`config.mk`:
```
export PLATFORM = sky130hd
export DESIGN_NAME = msicc_ctrl
export DESIGN_NICKNAME = d
export VERILOG_FILES = /design/src/design/msicc_pkg.sv /design/src/design/msicc_ctrl.sv
export SDC_FILE = /design/constraint.sdc
export NUM_CORES = 1
export LEC_CHECK = 0
export BUFFER_PORTS_ARGS = -buffer_cell sky130_fd_sc_hd__buf_2
export CORE_AREA = 2 2 39 41
export CTS_BUF_LIST = sky130_fd_sc_hd__clkbuf_4
export DETAILED_ROUTE_END_ITERATION = 10
export DIE_AREA = 0 0 41 43
export SYNTH_ARGS = -nofsm -noshare
export SYNTH_HDL_FRONTEND = slang
export SYNTH_SLANG_ARGS = --single-unit
export TNS_END_PERCENT = 5
```
`constraint.sdc`:
```
create_clock -name clk -period 0.9 [get_ports clk]
set_clock_uncertainty 0.1 [all_clocks]
set_input_delay 0.18 -clock clk [delete_from_list [all_inputs] [get_ports clk]]
set_output_delay 0.18 -clock clk [all_outputs]
set_load 0.01 [all_outputs]
```
`src/design/msicc_pkg.sv`:
```
`timescale 1ns / 1ps
// ----------------------------------------------------------------------------
// msicc_pkg
// Shared types and constants of the MSI snooping cache controller: access
// kinds, line states, bus request codes, controller states and the
// command/status bundles between controller and datapath.
// ----------------------------------------------------------------------------
package msicc_pkg;

	localparam int ADDR_W          = 32;
	localparam int PID_W           = 4;
	localparam int NUM_SETS_DEF    = 64;
	localparam int WAYS_DEF        = 4;
	localparam int BLOCK_BYTES_DEF = 64;

	typedef enum logic [2:0] {
		K_CPU_RD  = 3'd0,
		K_CPU_WR  = 3'd1,
		K_SNP_RD  = 3'd2,
		K_SNP_RDX = 3'd3,
		K_SNP_FL  = 3'd4,
		K_SNP_UPG = 3'd5
	} kind_t;

	typedef enum logic [1:0] {
		LS_INV = 2'd0,
		LS_SHD = 2'd1,
		LS_MOD = 2'd2
	} line_state_t;

	typedef enum logic [1:0] {
		BR_NONE = 2'd0,
		BR_READ = 2'd1,
		BR_RDX  = 2'd2
	} bus_req_t;

	typedef enum logic [1:0] {
		ST_CLEAR,
		ST_IDLE,
		ST_LOOKUP
	} ctrl_state_t;

	// controller to datapath
	typedef struct packed {
		logic clear;    // write reset row at the sweep index
		logic capture;  // latch input word and read its set
		logic commit;   // write the set back and load the result
	} dp_cmd_t;

	// datapath to controller
	typedef struct packed {
		logic clr_last;
		logic out_free;
	} dp_sts_t;

endpackage

```
`src/design/msicc_ctrl.sv`:
```
`timescale 1ns / 1ps
// ----------------------------------------------------------------------------
// msicc_ctrl
// Sequencer: sweeps the set memory after reset, then takes one word at a
// time through set read and set write-back.
// ----------------------------------------------------------------------------
module msicc_ctrl import msicc_pkg::*; (
	input  logic    clk,
	input  logic    arst_n,
	input  logic    in_valid,
	output logic    in_stall,
	input  dp_sts_t sts,
	output dp_cmd_t cmd
);

	ctrl_state_t state_q, state_nx;

	always_ff @(posedge clk or negedge arst_n) begin
		if (!arst_n) begin
			state_q <= ST_CLEAR;
		end else begin
			state_q <= state_nx;
		end
	end

	always_comb begin
		state_nx    = state_q;
		cmd         = '0;
		in_stall    = 1'b1;
		unique case (state_q)
			ST_CLEAR: begin
				cmd.clear = 1'b1;
				if (sts.clr_last) begin
					state_nx = ST_IDLE;
				end
			end
			ST_IDLE: begin
				in_stall = 1'b0;
				if (in_valid) begin
					cmd.capture = 1'b1;
					state_nx    = ST_LOOKUP;
				end
			end
			ST_LOOKUP: begin
				// hold until the result register can take the word
				if (sts.out_free) begin
					cmd.commit = 1'b1;
					state_nx   = ST_IDLE;
				end
			end
			default: begin
				state_nx = ST_CLEAR;
			end
		endcase
	end

endmodule

```
==> results.cfg <==
[status]
status = finished, violations left
violations = setup timing

[drt]
wl_met3_um = 24
dr.pass1.iters = 1
vias_per_cell = 3.286
wl_um = 310
highest_layer = met4
post_drt_wl_per_cell_um = 7.381
met2RoutedLength_um = 158
ant_nets = 0
drc = 0
detailroute.via_count = 138
routedLengthMet1_um = 100
dr.first_iter.drc_count = 0

[sta]
timing.slew.headroom = 0.9040
fin_crit_ns = 1.276
fin_tns_setup_ns = -1.545
finalHoldViolCount = 0
fmax_mhz = 784.0
worst_hold_slack_ns = 0.07405
rsz0062_at_grt = yes
setup-violations-final = 6
worst_pin_slew_ns = 0.1401
finalWorstSetupSlack_ns = -0.3755
finalCritPeriodShare = 1.417
drv_slew = 0

[global_routing]
grt_max_degree = 6
grt_pass1_wl_um = 400
grt_usage = 0.04709
grt_overflow = 0
antenna_found_initial = 0
grt_pass1_vias = 129

[logic_synthesis]
netlist_area_um2 = 108.9
synth_cells = 11
synth_cell_types = 9
yosys.area.top_type = dfrtp_1
synth.area.top_cells = dfrtp_1 46%, mux2i_1 9.2%, and3b_1 8.0%
ys_warn_count = 0
syn_nets = 16
ys_ff_latch = 2
synth_top_area_share = 0.4598
ys_seq_area_frac = 0.4598
avgSynthCellArea_um2 = 9.896

[layout]
area_delta_synth_final_pct = 121.8
antenna_cells = 0
largest_reg_flops = 2
fill_cells = 157
top_register = state_q
fin_nets = 33
fin_cells = 42
layout-drive-gt1-share = 0.6154
top_regs = state_q x2

[hold_path]
hold_path_class = in -> reg
hold_depth = 2

[clocking]
path_clk_slew_ns = 0.03
htreeDepth = 1
cts_buffer_depth = 2
insertion_delay_ns = 0.22
cts_sinks = 2
cts_tree = yes
cts_root_buffer = clkbuf_4
cts_buffers = 3

[setup_path]
reg2reg_depth = 2
worstPathArrival_ns = 1.00
cp-start-kind = flip-flop
worst_setup_path_end_kind = output port
path_max_fanout = 5
worstPathRequired_ns = 0.62
criticalPathCategory = reg -> out

[floorplan]
ioPinCount = 9
start_util = 0.07866
rows = 14
die_h_um = 43
die_w_um = 41
dieArea_um2 = 1763
core_um2 = 1384

[power]
p_leak_nw = 0.1204
p_per_area_nw_per_um2 = 3313
ir_drop_uv = 449.7

[placement]
port_buffers = 8
place_inst = 37
gp_congestion = 0.4258

[flow_run]
cap_violations = 0
[cells in the final DEF (no fill, tap or decap)]
| cell | count |
|---|---|
| and3b_2 | 1 |
| buf_2 | 6 |
| buf_4 | 2 |
| buf_6 | 3 |
| clkbuf_4 | 3 |
| dfrtp_1 | 2 |
| dlygate4sd3_1 | 1 |
| mux2i_1 | 1 |
| nand2_1 | 1 |
| nand2b_2 | 1 |
| nor2_1 | 2 |
| nor3b_1 | 1 |
| o22ai_1 | 1 |
| or2_1 | 1 |
[cell type report]
type | instances | area [um^2] | share of cell area
sequential | 2 | 50.05 | 0.2073
tap | 16 | 20.02 | 0.08290
multi-input combinational | 9 | 60.06 | 0.2487
timing repair buffer | 12 | 88.84 | 0.3679
clock buffer | 3 | 22.52 | 0.09326
[routing by layer]
metal / global-route usage / up-vias
met3: 0.01571 / 2
met2: 0.05625 / 7
met5: 0 / -
met1: 0.01597 / 60
li1: - / 69
met4: 0.1400 / 0
[cell usage after synthesis]
cell      instances
mux2i_1           1
nand2b_2          1
o22ai_1           1
nor3b_1           1
nor2_1            2
dfrtp_1           2
or2_1             1
nand2_1           1
and3b_1           1
[path summary, 6_finish.rpt]
path | from | to | slack (ns)
max in group asynchronous | arst_n | state_q[1] | 0.43
worst max-delay path | state_q[1] | cmd[1] | -0.38
worst min-delay path | in_valid | state_q[0] | 0.07
min in group asynchronous | arst_n | state_q[0] | 0.17
worst max register to register | state_q[1] | state_q[1] | -0.16
worst min register to register | state_q[0] | state_q[0] | 0.53
[kinds of logic after synthesis]
kind of cell	share of synthesized area
DFF	0.4598
muxes	0.09196
and+or+nand+nor	0.3909
AOI/OAI and AO/OA	0.05751
[critical path, cell delays in order (launching register included)]
cell and delay (ns):
dfrtp_1 0.40, and3b_2 0.27, buf_6 0.10
[what timing repair did]
item | 4_1_cts | 5_1_grt
endpoints found under the hold margin | 2 | 0
setup buffers | 1 | 0
resized for setup | 2 | 1
setup endpoints to repair | 6 | 6
pin swaps | 1 | 0
cloned | 0 | 0
hold buffers | 1 | 0
[stage by stage]
| stage | utilization | cell area [um^2] | total power, mW | setup WS (ns) |
|---|---|---|---|---|
| 4_1_cts | 0.1718 | 237.7 | 0.8050 | -0.3782 |
| 5_1_grt | 0.1745 | 241.5 | 0.8608 | -0.4157 |
| 2_1_floorplan | - | 110.1 | 0.3419 | -0.1597 |
| 3_5_place_dp | 0.1338 | 185.2 | 0.5065 | -0.1524 |
| 3_3_place_gp | 0.1338 | 185.2 | 0.4991 | -0.1424 |
| 6_report | 0.1745 | 241.5 | 0.8001 | -0.3755 |
[report_power, final]
part           switching [mW]  total (mW)  leakage (nW)  internal [mW]
logic                   0.157       0.425        0.0814          0.268
registers              0.0472       0.180        0.0252          0.133
clock network          0.0484       0.195        0.0138          0.147
total                   0.252       0.800         0.120          0.548
(Power assumes the default switching activity.)
